==> config.mk <==
export PLATFORM = sky130hd
export DESIGN_NAME = tape_block_pulse_encoder_unit
export DESIGN_NICKNAME = d
export VERILOG_FILES = /design/src/sv/tbpe_pkg.sv /design/src/sv/tape_block_pulse_encoder_unit.sv /design/src/sv/tbpe_front.sv /design/src/sv/tbpe_job_queue.sv /design/src/sv/tbpe_back.sv
export SDC_FILE = /design/constraint.sdc
export NUM_CORES = 1
export LEC_CHECK = 0
export BUFFER_PORTS_ARGS = -buffer_cell sky130_fd_sc_hd__buf_2
export CAP_MARGIN = 20
export CORE_MARGIN = 2
export CORE_UTILIZATION = 40
export CTS_CLUSTER_SIZE = 28
export DETAILED_ROUTE_END_ITERATION = 7
export PLACE_DENSITY_LB_ADDON = 0.1
export SETUP_SLACK_MARGIN = 0.3
export SYNTH_ARGS = -nofsm -noshare
export SYNTH_HDL_FRONTEND = slang
export SYNTH_SLANG_ARGS = --single-unit
==> constraint.sdc <==
create_clock -name clk_i -period 3 [get_ports clk_i]
set_input_delay 0.6 -clock clk_i [delete_from_list [all_inputs] [get_ports clk_i]]
set_output_delay 0.6 -clock clk_i [all_outputs]
set_load 0.05 [all_outputs]
==> src/sv/tbpe_pkg.sv <==
// ----------------------------------------------------------------------------
// tbpe_pkg
// Shared types, command codes and register defaults of the tape pulse encoder.
// ----------------------------------------------------------------------------
package tbpe_pkg;

  localparam int unsigned LEN_W   = 16;
  localparam int unsigned REP_W   = 13;
  localparam int unsigned BYTE_W  = 8;
  localparam int unsigned CMD_W   = 2;
  localparam int unsigned CFG_A_W = 3;

  localparam int unsigned HEADER_PILOT_PULSES_DEF = 4032;
  localparam int unsigned DATA_PILOT_PULSES_DEF   = 1610;
  localparam int unsigned JOB_QUEUE_DEPTH_DEF     = 4;

  // Input command codes
  localparam logic [CMD_W-1:0] CMD_START = 2'd0;
  localparam logic [CMD_W-1:0] CMD_DATA  = 2'd1;
  localparam logic [CMD_W-1:0] CMD_END   = 2'd2;

  // Configuration register indexes
  localparam logic [CFG_A_W-1:0] REG_PILOT_LOW  = 3'd0;
  localparam logic [CFG_A_W-1:0] REG_PILOT_HIGH = 3'd1;
  localparam logic [CFG_A_W-1:0] REG_SYNC_LOW   = 3'd2;
  localparam logic [CFG_A_W-1:0] REG_SYNC_HIGH  = 3'd3;
  localparam logic [CFG_A_W-1:0] REG_LONG_LOW   = 3'd4;
  localparam logic [CFG_A_W-1:0] REG_LONG_HIGH  = 3'd5;
  localparam logic [CFG_A_W-1:0] REG_SHORT_LOW  = 3'd6;
  localparam logic [CFG_A_W-1:0] REG_SHORT_HIGH = 3'd7;

  // Register reset values
  localparam logic [LEN_W-1:0] PILOT_LOW_RST  = 16'd27;
  localparam logic [LEN_W-1:0] PILOT_HIGH_RST = 16'd27;
  localparam logic [LEN_W-1:0] SYNC_LOW_RST   = 16'd8;
  localparam logic [LEN_W-1:0] SYNC_HIGH_RST  = 16'd6;
  localparam logic [LEN_W-1:0] LONG_LOW_RST   = 16'd21;
  localparam logic [LEN_W-1:0] LONG_HIGH_RST  = 16'd21;
  localparam logic [LEN_W-1:0] SHORT_LOW_RST  = 16'd11;
  localparam logic [LEN_W-1:0] SHORT_HIGH_RST = 16'd11;

  typedef enum logic [1:0] {
    JOB_START,
    JOB_DATA,
    JOB_END
  } job_kind_e;

  typedef struct packed {
    job_kind_e         kind;
    logic              block_kind;
    logic [BYTE_W-1:0] data_byte;
    logic              checksum_ok;
  } job_t;

  typedef struct packed {
    logic [LEN_W-1:0] pilot_low;
    logic [LEN_W-1:0] pilot_high;
    logic [LEN_W-1:0] sync_lo;
    logic [LEN_W-1:0] sync_hi;
    logic [LEN_W-1:0] long_low;
    logic [LEN_W-1:0] long_high;
    logic [LEN_W-1:0] short_low;
    logic [LEN_W-1:0] short_high;
  } pulse_cfg_t;

  typedef struct packed {
    logic [LEN_W-1:0] low_len;
    logic [LEN_W-1:0] high_len;
    logic [REP_W-1:0] repeat_count;
    logic             checksum_ok;
    logic             last;
  } pulse_t;

endpackage

==> src/sv/tape_block_pulse_encoder_unit.sv <==
// ----------------------------------------------------------------------------
// tape_block_pulse_encoder_unit
// Encodes tape block commands into run-length pulse descriptors.
// ----------------------------------------------------------------------------
//
//   channel   direction  handshake          transaction moves
//   -------   ---------  -----------------  -------------------------------------
//   command   in         push_i / full_o    command, block_kind, data_byte
//   pulse     out        empty_o / pop_i    low/high len, repeat, checksum_ok, last
//   config    in         cfg_we_i           cfg_addr_i selects one of 8 lengths
//
// The back end emits one descriptor per cycle while a job is queued and the
// output does not stall: start gives pilot and sync, data one per bit, end one.
// The front takes one command per cycle while the job queue has room; the
// first descriptor of a command passes through the queue and the output register.
// A stalled output holds its descriptor; the queue keeps absorbing commands until full.
// Reset restores the register defaults and clears the XOR and byte count.
//
module tape_block_pulse_encoder_unit #(
  parameter int unsigned HeaderPilotPulses = tbpe_pkg::HEADER_PILOT_PULSES_DEF,
  parameter int unsigned DataPilotPulses   = tbpe_pkg::DATA_PILOT_PULSES_DEF,
  parameter int unsigned JobQueueDepth     = tbpe_pkg::JOB_QUEUE_DEPTH_DEF
) (
  input  logic                         clk_i,
  input  logic                         rst_ni,
  // configuration
  input  logic                         cfg_we_i,
  input  logic [tbpe_pkg::CFG_A_W-1:0] cfg_addr_i,
  input  logic [tbpe_pkg::LEN_W-1:0]   cfg_wdata_i,
  // commands
  input  logic                         push_i,
  output logic                         full_o,
  input  logic [tbpe_pkg::CMD_W-1:0]   command_i,
  input  logic                         block_kind_i,
  input  logic [tbpe_pkg::BYTE_W-1:0]  data_byte_i,
  // pulse descriptors
  output logic                         empty_o,
  input  logic                         pop_i,
  output logic [tbpe_pkg::LEN_W-1:0]   low_len_o,
  output logic [tbpe_pkg::LEN_W-1:0]   high_len_o,
  output logic [tbpe_pkg::REP_W-1:0]   repeat_count_o,
  output logic                         checksum_ok_o,
  output logic                         last_o
);
  import tbpe_pkg::*;

  pulse_cfg_t cfg_q;
  logic       q_push, q_full, q_pop, q_empty;
  job_t       push_job, head_job;
  logic       out_valid;
  pulse_t     out_pulse;

  // Length registers; software writes them only while the unit is idle (the block does not enforce it).
  always_ff @(posedge clk_i or negedge rst_ni) begin
    if (!rst_ni) begin
      cfg_q.pilot_low  <= PILOT_LOW_RST;
      cfg_q.pilot_high <= PILOT_HIGH_RST;
      cfg_q.sync_lo    <= SYNC_LOW_RST;
      cfg_q.sync_hi    <= SYNC_HIGH_RST;
      cfg_q.long_low   <= LONG_LOW_RST;
      cfg_q.long_high  <= LONG_HIGH_RST;
      cfg_q.short_low  <= SHORT_LOW_RST;
      cfg_q.short_high <= SHORT_HIGH_RST;
    end else if (cfg_we_i) begin
      unique case (cfg_addr_i)
        REG_PILOT_LOW:  cfg_q.pilot_low  <= cfg_wdata_i;
        REG_PILOT_HIGH: cfg_q.pilot_high <= cfg_wdata_i;
        REG_SYNC_LOW:   cfg_q.sync_lo    <= cfg_wdata_i;
        REG_SYNC_HIGH:  cfg_q.sync_hi    <= cfg_wdata_i;
        REG_LONG_LOW:   cfg_q.long_low   <= cfg_wdata_i;
        REG_LONG_HIGH:  cfg_q.long_high  <= cfg_wdata_i;
        REG_SHORT_LOW:  cfg_q.short_low  <= cfg_wdata_i;
        REG_SHORT_HIGH: cfg_q.short_high <= cfg_wdata_i;
        default: ;
      endcase
    end
  end

  // Front: classify the command, update block checksum state.
  tbpe_front u_front (
    .clk_i       (clk_i),
    .rst_ni      (rst_ni),
    .push_i      (push_i),
    .command_i   (command_i),
    .block_kind_i(block_kind_i),
    .data_byte_i (data_byte_i),
    .q_full_i    (q_full),
    .q_push_o    (q_push),
    .q_job_o     (push_job)
  );

  // Decouple command intake from descriptor expansion.
  tbpe_job_queue #(
    .Depth(JobQueueDepth)
  ) u_queue (
    .clk_i  (clk_i),
    .rst_ni (rst_ni),
    .push_i (q_push),
    .job_i  (push_job),
    .full_o (q_full),
    .pop_i  (q_pop),
    .empty_o(q_empty),
    .job_o  (head_job)
  );

  // Back: one descriptor per cycle into the output register while a job is queued and the output is not stalled.
  tbpe_back #(
    .HeaderPilotPulses(HeaderPilotPulses),
    .DataPilotPulses  (DataPilotPulses)
  ) u_back (
    .clk_i      (clk_i),
    .rst_ni     (rst_ni),
    .cfg_i      (cfg_q),
    .q_empty_i  (q_empty),
    .q_job_i    (head_job),
    .q_pop_o    (q_pop),
    .out_valid_o(out_valid),
    .out_o      (out_pulse),
    .pop_i      (pop_i)
  );

  assign full_o         = q_full;
  assign empty_o        = !out_valid;
  assign low_len_o      = out_pulse.low_len;
  assign high_len_o     = out_pulse.high_len;
  assign repeat_count_o = out_pulse.repeat_count;
  assign checksum_ok_o  = out_pulse.checksum_ok;
  assign last_o         = out_pulse.last;

endmodule

==> src/sv/tbpe_front.sv <==
// ----------------------------------------------------------------------------
// tbpe_front
// Accepts commands, tracks block XOR and length, and queues one job per valid command.
// ----------------------------------------------------------------------------
module tbpe_front (
  input  logic                       clk_i,
  input  logic                       rst_ni,
  input  logic                       push_i,
  input  logic [tbpe_pkg::CMD_W-1:0] command_i,
  input  logic                       block_kind_i,
  input  logic [tbpe_pkg::BYTE_W-1:0] data_byte_i,
  input  logic                       q_full_i,
  output logic                       q_push_o,
  output tbpe_pkg::job_t             q_job_o
);
  import tbpe_pkg::*;

  logic              accept;
  logic [BYTE_W-1:0] xor_q, xor_d;
  logic [1:0]        cnt_q, cnt_d;
  job_kind_e         kind;
  logic              valid_cmd;

  assign accept = push_i && !q_full_i;

  always_comb begin
    kind      = JOB_END;
    valid_cmd = 1'b1;
    xor_d     = xor_q;
    cnt_d     = cnt_q;
    unique case (command_i)
      CMD_START: begin
        kind  = JOB_START;
        xor_d = '0;
        cnt_d = '0;
      end
      CMD_DATA: begin
        kind  = JOB_DATA;
        xor_d = xor_q ^ data_byte_i;
        if (cnt_q != 2'd3) begin
          cnt_d = cnt_q + 2'd1;
        end
      end
      CMD_END: begin
        kind = JOB_END;
      end
      default: begin
        // reserved code: drop silently
        valid_cmd = 1'b0;
      end
    endcase
  end

  assign q_push_o              = accept && valid_cmd;
  assign q_job_o.kind          = kind;
  assign q_job_o.block_kind    = block_kind_i;
  assign q_job_o.data_byte     = data_byte_i;
  assign q_job_o.checksum_ok   = (cnt_q >= 2'd2) && (xor_q == '0);

  always_ff @(posedge clk_i or negedge rst_ni) begin
    if (!rst_ni) begin
      xor_q <= '0;
      cnt_q <= '0;
    end else if (accept) begin
      xor_q <= xor_d;
      cnt_q <= cnt_d;
    end
  end

endmodule

==> src/sv/tbpe_job_queue.sv <==
// ----------------------------------------------------------------------------
// tbpe_job_queue
// Small FIFO of classified jobs between the front and the back.
// ----------------------------------------------------------------------------
module tbpe_job_queue #(
  parameter int unsigned Depth = tbpe_pkg::JOB_QUEUE_DEPTH_DEF
) (
  input  logic           clk_i,
  input  logic           rst_ni,
  input  logic           push_i,
  input  tbpe_pkg::job_t job_i,
  output logic           full_o,
  input  logic           pop_i,
  output logic           empty_o,
  output tbpe_pkg::job_t job_o
);
  import tbpe_pkg::*;

  localparam int unsigned PtrW = (Depth > 1) ? $clog2(Depth) : 1;
  localparam int unsigned CntW = $clog2(Depth + 1);

  job_t            mem_q [Depth];
  logic [PtrW-1:0] wr_ptr_q, rd_ptr_q;
  logic [CntW-1:0] count_q;
  logic            do_push, do_pop;

  assign full_o  = (count_q == CntW'(Depth));
  assign empty_o = (count_q == '0);
  assign do_push = push_i && !full_o;
  assign do_pop  = pop_i && !empty_o;
  assign job_o   = mem_q[rd_ptr_q];

  function automatic logic [PtrW-1:0] next_ptr(input logic [PtrW-1:0] p);
    return (p == PtrW'(Depth - 1)) ? '0 : p + PtrW'(1);
  endfunction

  always_ff @(posedge clk_i or negedge rst_ni) begin
    if (!rst_ni) begin
      wr_ptr_q <= '0;
      rd_ptr_q <= '0;
      count_q  <= '0;
    end else begin
      if (do_push) begin
        wr_ptr_q <= next_ptr(wr_ptr_q);
      end
      if (do_pop) begin
        rd_ptr_q <= next_ptr(rd_ptr_q);
      end
      if (do_push && !do_pop) begin
        count_q <= count_q + CntW'(1);
      end else if (do_pop && !do_push) begin
        count_q <= count_q - CntW'(1);
      end
    end
  end

  always_ff @(posedge clk_i) begin
    if (do_push) begin
      mem_q[wr_ptr_q] <= job_i;
    end
  end

  a_count_bound: assert property (@(posedge clk_i) disable iff (!rst_ni)
    count_q <= CntW'(Depth))
    else $error("job queue count beyond depth");

  a_no_push_full: assert property (@(posedge clk_i) disable iff (!rst_ni)
    !(push_i && full_o))
    else $error("front pushed into a full job queue");

  a_no_pop_empty: assert property (@(posedge clk_i) disable iff (!rst_ni)
    !(pop_i && empty_o))
    else $error("back popped an empty job queue");

endmodule

==> src/sv/tbpe_back.sv <==
// ----------------------------------------------------------------------------
// tbpe_back
// Expands each queued job into pulse descriptors, one per cycle while the output is not stalled.
// ----------------------------------------------------------------------------
module tbpe_back #(
  parameter int unsigned HeaderPilotPulses = tbpe_pkg::HEADER_PILOT_PULSES_DEF,
  parameter int unsigned DataPilotPulses   = tbpe_pkg::DATA_PILOT_PULSES_DEF
) (
  input  logic                 clk_i,
  input  logic                 rst_ni,
  input  tbpe_pkg::pulse_cfg_t cfg_i,
  input  logic                 q_empty_i,
  input  tbpe_pkg::job_t       q_job_i,
  output logic                 q_pop_o,
  output logic                 out_valid_o,
  output tbpe_pkg::pulse_t     out_o,
  input  logic                 pop_i
);
  import tbpe_pkg::*;

  logic [2:0] step_q, step_d;
  logic       out_valid_q;
  pulse_t     res_d, res_q;
  logic       advance;
  logic       bit_one;

  assign advance = !q_empty_i && (!out_valid_q || pop_i);
  assign bit_one = q_job_i.data_byte[3'd7 - step_q];

  always_comb begin
    res_d.low_len      = cfg_i.pilot_low;
    res_d.high_len     = cfg_i.pilot_high;
    res_d.repeat_count = REP_W'(1);
    res_d.checksum_ok  = 1'b0;
    res_d.last         = 1'b0;
    unique case (q_job_i.kind)
      JOB_START: begin
        if (step_q == 3'd0) begin
          res_d.repeat_count = q_job_i.block_kind ? REP_W'(DataPilotPulses)
                                                  : REP_W'(HeaderPilotPulses);
        end else begin
          res_d.low_len  = cfg_i.sync_lo;
          res_d.high_len = cfg_i.sync_hi;
          res_d.last     = 1'b1;
        end
      end
      JOB_DATA: begin
        res_d.low_len  = bit_one ? cfg_i.long_low  : cfg_i.short_low;
        res_d.high_len = bit_one ? cfg_i.long_high : cfg_i.short_high;
        res_d.last     = (step_q == 3'd7);
      end
      JOB_END: begin
        res_d.high_len    = '0;
        res_d.checksum_ok = q_job_i.checksum_ok;
        res_d.last        = 1'b1;
      end
      default: begin
        res_d.last = 1'b1;
      end
    endcase
  end

  // retire the job with its final descriptor
  assign q_pop_o = advance && res_d.last;

  always_comb begin
    step_d = step_q;
    if (advance) begin
      step_d = res_d.last ? 3'd0 : step_q + 3'd1;
    end
  end

  always_ff @(posedge clk_i or negedge rst_ni) begin
    if (!rst_ni) begin
      step_q      <= '0;
      out_valid_q <= 1'b0;
    end else begin
      step_q <= step_d;
      if (advance) begin
        out_valid_q <= 1'b1;
      end else if (pop_i) begin
        out_valid_q <= 1'b0;
      end
    end
  end

  always_ff @(posedge clk_i) begin
    if (advance) begin
      res_q <= res_d;
    end
  end

  assign out_valid_o = out_valid_q;
  assign out_o       = res_q;

  a_mid_job_held: assert property (@(posedge clk_i) disable iff (!rst_ni)
    step_q != 3'd0 |-> !q_empty_i &&
      (q_job_i.kind == JOB_DATA || (q_job_i.kind == JOB_START && step_q == 3'd1)))
    else $error("step counter inside a job that is no longer queued");

  a_ok_only_on_end: assert property (@(posedge clk_i) disable iff (!rst_ni)
    out_valid_q && res_q.checksum_ok |-> res_q.last && res_q.high_len == '0)
    else $error("checksum flag on a descriptor that is not an end pause");

  a_step_rewinds: assert property (@(posedge clk_i) disable iff (!rst_ni)
    q_pop_o |=> step_q == 3'd0)
    else $error("step counter not rewound after job retire");

endmodule
==> results by group <==
STA
  – Final sum of negative setup slack: 0 ns
  – Count of endpoints failing setup in the final report: 0
  – Minimum setup slack in the final design: 0.388 ns
  – Hold violation total from the final report: 0
  – Final period demand of the worst path: 2.61 ns
  – Min Hold Slack: 0.00823 ns
  – Final Max Slew Viols: 0
  – Worst-Margin Slew: 0.721 ns
  – Worst-case headroom to the max-slew limit: 51.9%
  – RSZ-0062 raised after global routing: true
  – Max Clock Skew: 0.0147 ns
  – Tcrit/Tclk final: 87.1%
  – Timing-limited maximum frequency: 383 MHz

Place
  – Post-place instance area: 11300 um^2
  – Total half-perimeter wirelength after legalization and detailed placement: 14.6 mm
  – Number of I/O port buffers: 79
  – Post-Place Setup Slack: 0.379 ns
  – Cells after DPL: 1124
  – Placer congestion estimate: 0.706

Clocking
  – Depth of the CTS H-tree: 1
  – Clock tree from TritonCTS: done
  – Number of clock sinks: 235
  – Worst-case clock buffer depth: 3
  – Root buffer cell: sky130_fd_sc_hd__clkbuf_16
  – Clk Latency, worst-skew pair: 0.54 ns
  – Clock input transition at the sequential cells of the worst setup and hold paths: 0.06 ns
  – Cts bufs inserted: 27
  – Hold-fix buffer count after cts: 0

Synth
  – Area fraction of the dominant cell type after synthesis: 29.9%
  – Largest family of logic cells by synthesized area: multiplexers
  – Count of flip-flops with a built-in enable after synthesis: 86
  – Async S/R FF share, synth: 63.4%
  – Most used DFF post-synth: sky130_fd_sc_hd__dfrtp_1
  – Compound-Gate Fraction of Synth Area: 10.7%
  – Ranking of synthesized cells by area: sky130_fd_sc_hd__dfrtp_1 30%, sky130_fd_sc_hd__edfxtp_1 25%, sky130_fd_sc_hd__mux2_2 14%
  – Unique cell type count in the Yosys netlist: 50
  – Warning count from the yosys run: 0
  – Synth Area in XOR/XNOR: 0.249%
  – Number of standard cells after synthesis: 747
  – Seq/Total Area, Yosys: 60.2%
  – Fraction of the mapped netlist area in simple logic gates: 6.90%
  – Most area-hungry cell type in the Yosys netlist: sky130_fd_sc_hd__dfrtp_1
  – Adder-Cell Fraction of Synth Area: 1.50%
  – Mean area per synthesized cell: 14.1 um^2
  – Register bit count reported by yosys: 235
  – Synth Cell Area: 10500 um^2
  – Multiplexer share of the synthesized area: 17.0%

Floorplan
  – Core region area: 26000 um^2
  – Chip Width: 166 um
  – FP Rows: 59
  – Starting density of the core: 40.6%
  – Die Area: 27700 um^2
  – Number of top-level pins: 84
  – Die outline height: 166 um

Global route
  – Via count of the first global-routing pass: 6864
  – Total global-route track usage: 18.4%
  – Largest net degree at the start of global routing: 65
  – Initial antenna violation count: 1
  – Wire length of the first global-routing pass: 40.1 mm
  – Total grt overflow: 0

Detailed routing
  – Starting DRC count in detailed routing: 357
  – Met2 wire length: 12.2 mm
  – Detailed-routing wirelength on met1: 11.7 mm
  – Vias per cell: 5.49
  – Number of vias in the routed layout: 6465
  – DRC violation count after routing: 0
  – Highest layer used for signal routing: met4
  – Avg WL per Cell: 21.5 um
  – Final WL: 25.3 mm
  – First-pass iteration count of the detailed router: 4
  – Met3 Wirelength: 1.06 mm
  – Final ANT Viol Nets: 0

Pwr
  – Internal power contribution: 8.33 mW
  – Share of power burned in combinational logic: 38.5%
  – Power spent charging and discharging nets: 5.25 mW
  – Power per unit of standard cell area: 1110 nW/um^2
  – Switching share of power: 38.6%
  – Sequential share of power: 36.3%
  – Portion of total power attributed to the clock network: 25.3%
  – Leak Pwr: 5.01 nW
  – Maximum vdd ir drop: 0.000695 V

Cells and area
  – Share of final-layout standard cells stronger than drive strength 1: 42.2%
  – Nets: 867
  – Top library cells by usage in the layout, fill and taps aside: 135 x sky130_fd_sc_hd__mux2_2, 125 x sky130_fd_sc_hd__dfrtp_1, 86 x sky130_fd_sc_hd__edfxtp_1
  – Area growth syn-to-layout: 16.6%
  – Most common library cell in the layout ignoring fill and taps: sky130_fd_sc_hd__mux2_2
  – Cell area after layout: 12300 um^2
  – Non-Filler Instances: 1177

Critical path
  – Biggest fanout along the worst timing path: 6
  – Length in cells of the worst reg-to-reg path: 9
  – Arrival time at the worst endpoint: 3.02 ns
  – Crit path launch type: flip-flop
  – Crit. End Element: flip-flop
  – Critical path class: flip-flop to flip-flop
  – WP data required: 3.41 ns

Hold path
  – Hold WC Path Type: input pin to asynchronous set/reset pin

Job
  – Max capacitance violation total: 0

Status
  – Result of the run: completed
-- cell type report --
class                      count  area [um^2]
antenna                        1         2.50
clock buffer                  40          785
clock inverter                10          158
fill                        2268        13700
inverter                      12         56.3
multi-input combinational    440         3900
sequential                   235         6340
tap                          335          419
timing repair buffer         104          627
-- routing by layer --
| metal | track usage, % | up-vias |
|---|---|---|
| li1 | - | 2929 |
| met1 | 25.5 | 3364 |
| met2 | 31.1 | 139 |
| met3 | 2.62 | 33 |
| met4 | 4.16 | 0 |
| met5 | 0 | - |
-- registers in the layout (all words and copies together), names as in the netlist, 2 cells and up --
name	flops
cfg_q	128
u_queue.mem_q	48
u_back.out_o	38
u_front.xor_q	8
u_back.step_q	3
u_queue.count_q	3
u_front.cnt_q	2
u_queue.rd_ptr_q	2
u_queue.wr_ptr_q	2
-- path summary, 6_finish.rpt --
| path | start | endpoint | slack [ns] |
|---|---|---|---|
| setup / recovery | u_queue.rd_ptr_q[0] | u_queue.count_q[1] | 0.39 |
| max in group asynchronous | rst_ni | cfg_q[113] | 2.03 |
| min in group clk_i | block_kind_i | u_queue.mem_q[2][9] | 0.29 |
| hold / removal | rst_ni | cfg_q[11] | 0.008 |
| hold reg to reg | u_front.xor_q[6] | u_front.xor_q[6] | 0.49 |
| setup reg to reg | u_queue.rd_ptr_q[0] | u_queue.count_q[1] | 0.39 |
-- power by group through the flow --
| stage | registers [mW] | clock network [mW] | logic, mW |
|---|---|---|---|
| finish | 4.92 | 3.43 | 5.23 |
| global route | 5.03 | 3.66 | 5.64 |
| CTS | 4.93 | 3.52 | 5.27 |
| detailed placement | 4.98 | 0 | 5.26 |
| global placement | 4.94 | 0 | 5.15 |
| floorplan | 5.78 | 0 | 3.09 |
-- worst max-delay path, cell delays in order (launching register included) --
cell,delay (ns)
sky130_fd_sc_hd__dfrtp_2,0.41
sky130_fd_sc_hd__mux4_2,0.57
sky130_fd_sc_hd__nor2b_1,0.16
sky130_fd_sc_hd__o21bai_1,0.19
sky130_fd_sc_hd__and2_4,0.21
sky130_fd_sc_hd__inv_2,0.05
sky130_fd_sc_hd__ha_4,0.16
sky130_fd_sc_hd__inv_2,0.05
sky130_fd_sc_hd__fa_2,0.42
sky130_fd_sc_hd__mux2_2,0.27
-- cells by family after synthesis --
family / after synthesis
other cells: 1
simple gates: 137
xor+xnor: 3
flops: 235
buf+inv: 75
fa+ha+maj: 12
compound gates: 127
mux: 157
-- cells in the mapped netlist (all sizes together), types with 2 or more instances --
| cell type | n |
|---|---|
| o211ai | 32 |
| and3 | 4 |
| edfxtp | 86 |
| o21ai | 8 |
| a22oi | 36 |
| nand4b | 3 |
| a21oi | 2 |
| buf | 22 |
| clkbuf | 41 |
| ha | 11 |
| a21o | 2 |
| a22o | 8 |
| o31ai | 2 |
| o41ai | 32 |
| nor2b | 6 |
| or4 | 2 |
| nand2 | 46 |
| dfrtp | 126 |
| and2 | 39 |
| xor2 | 2 |
| mux4 | 4 |
| nor3b | 4 |
| or3 | 3 |
| mux2 | 137 |
| nor2 | 15 |
| nand2b | 3 |
| a211oi | 3 |
| mux2i | 16 |
| inv | 12 |
| nand3 | 4 |
| nor3 | 4 |
| dfstp | 23 |
-- per-stage QoR --
stage	utilization [%]	power [mW]
4_1_cts	47.2	13.7
3_5_place_dp	43.6	10.2
6_report	47.3	13.6
5_1_grt	47.3	14.3
2_1_floorplan	-	8.88
3_3_place_gp	43.6	10.1
-- timing repair --
item / 4_1_cts / 5_1_grt
buffers inserted: 0 / 2
gates resized for setup: 0 / 2
setup endpoints to repair: 0 / 33
(Power assumes the default switching activity.)
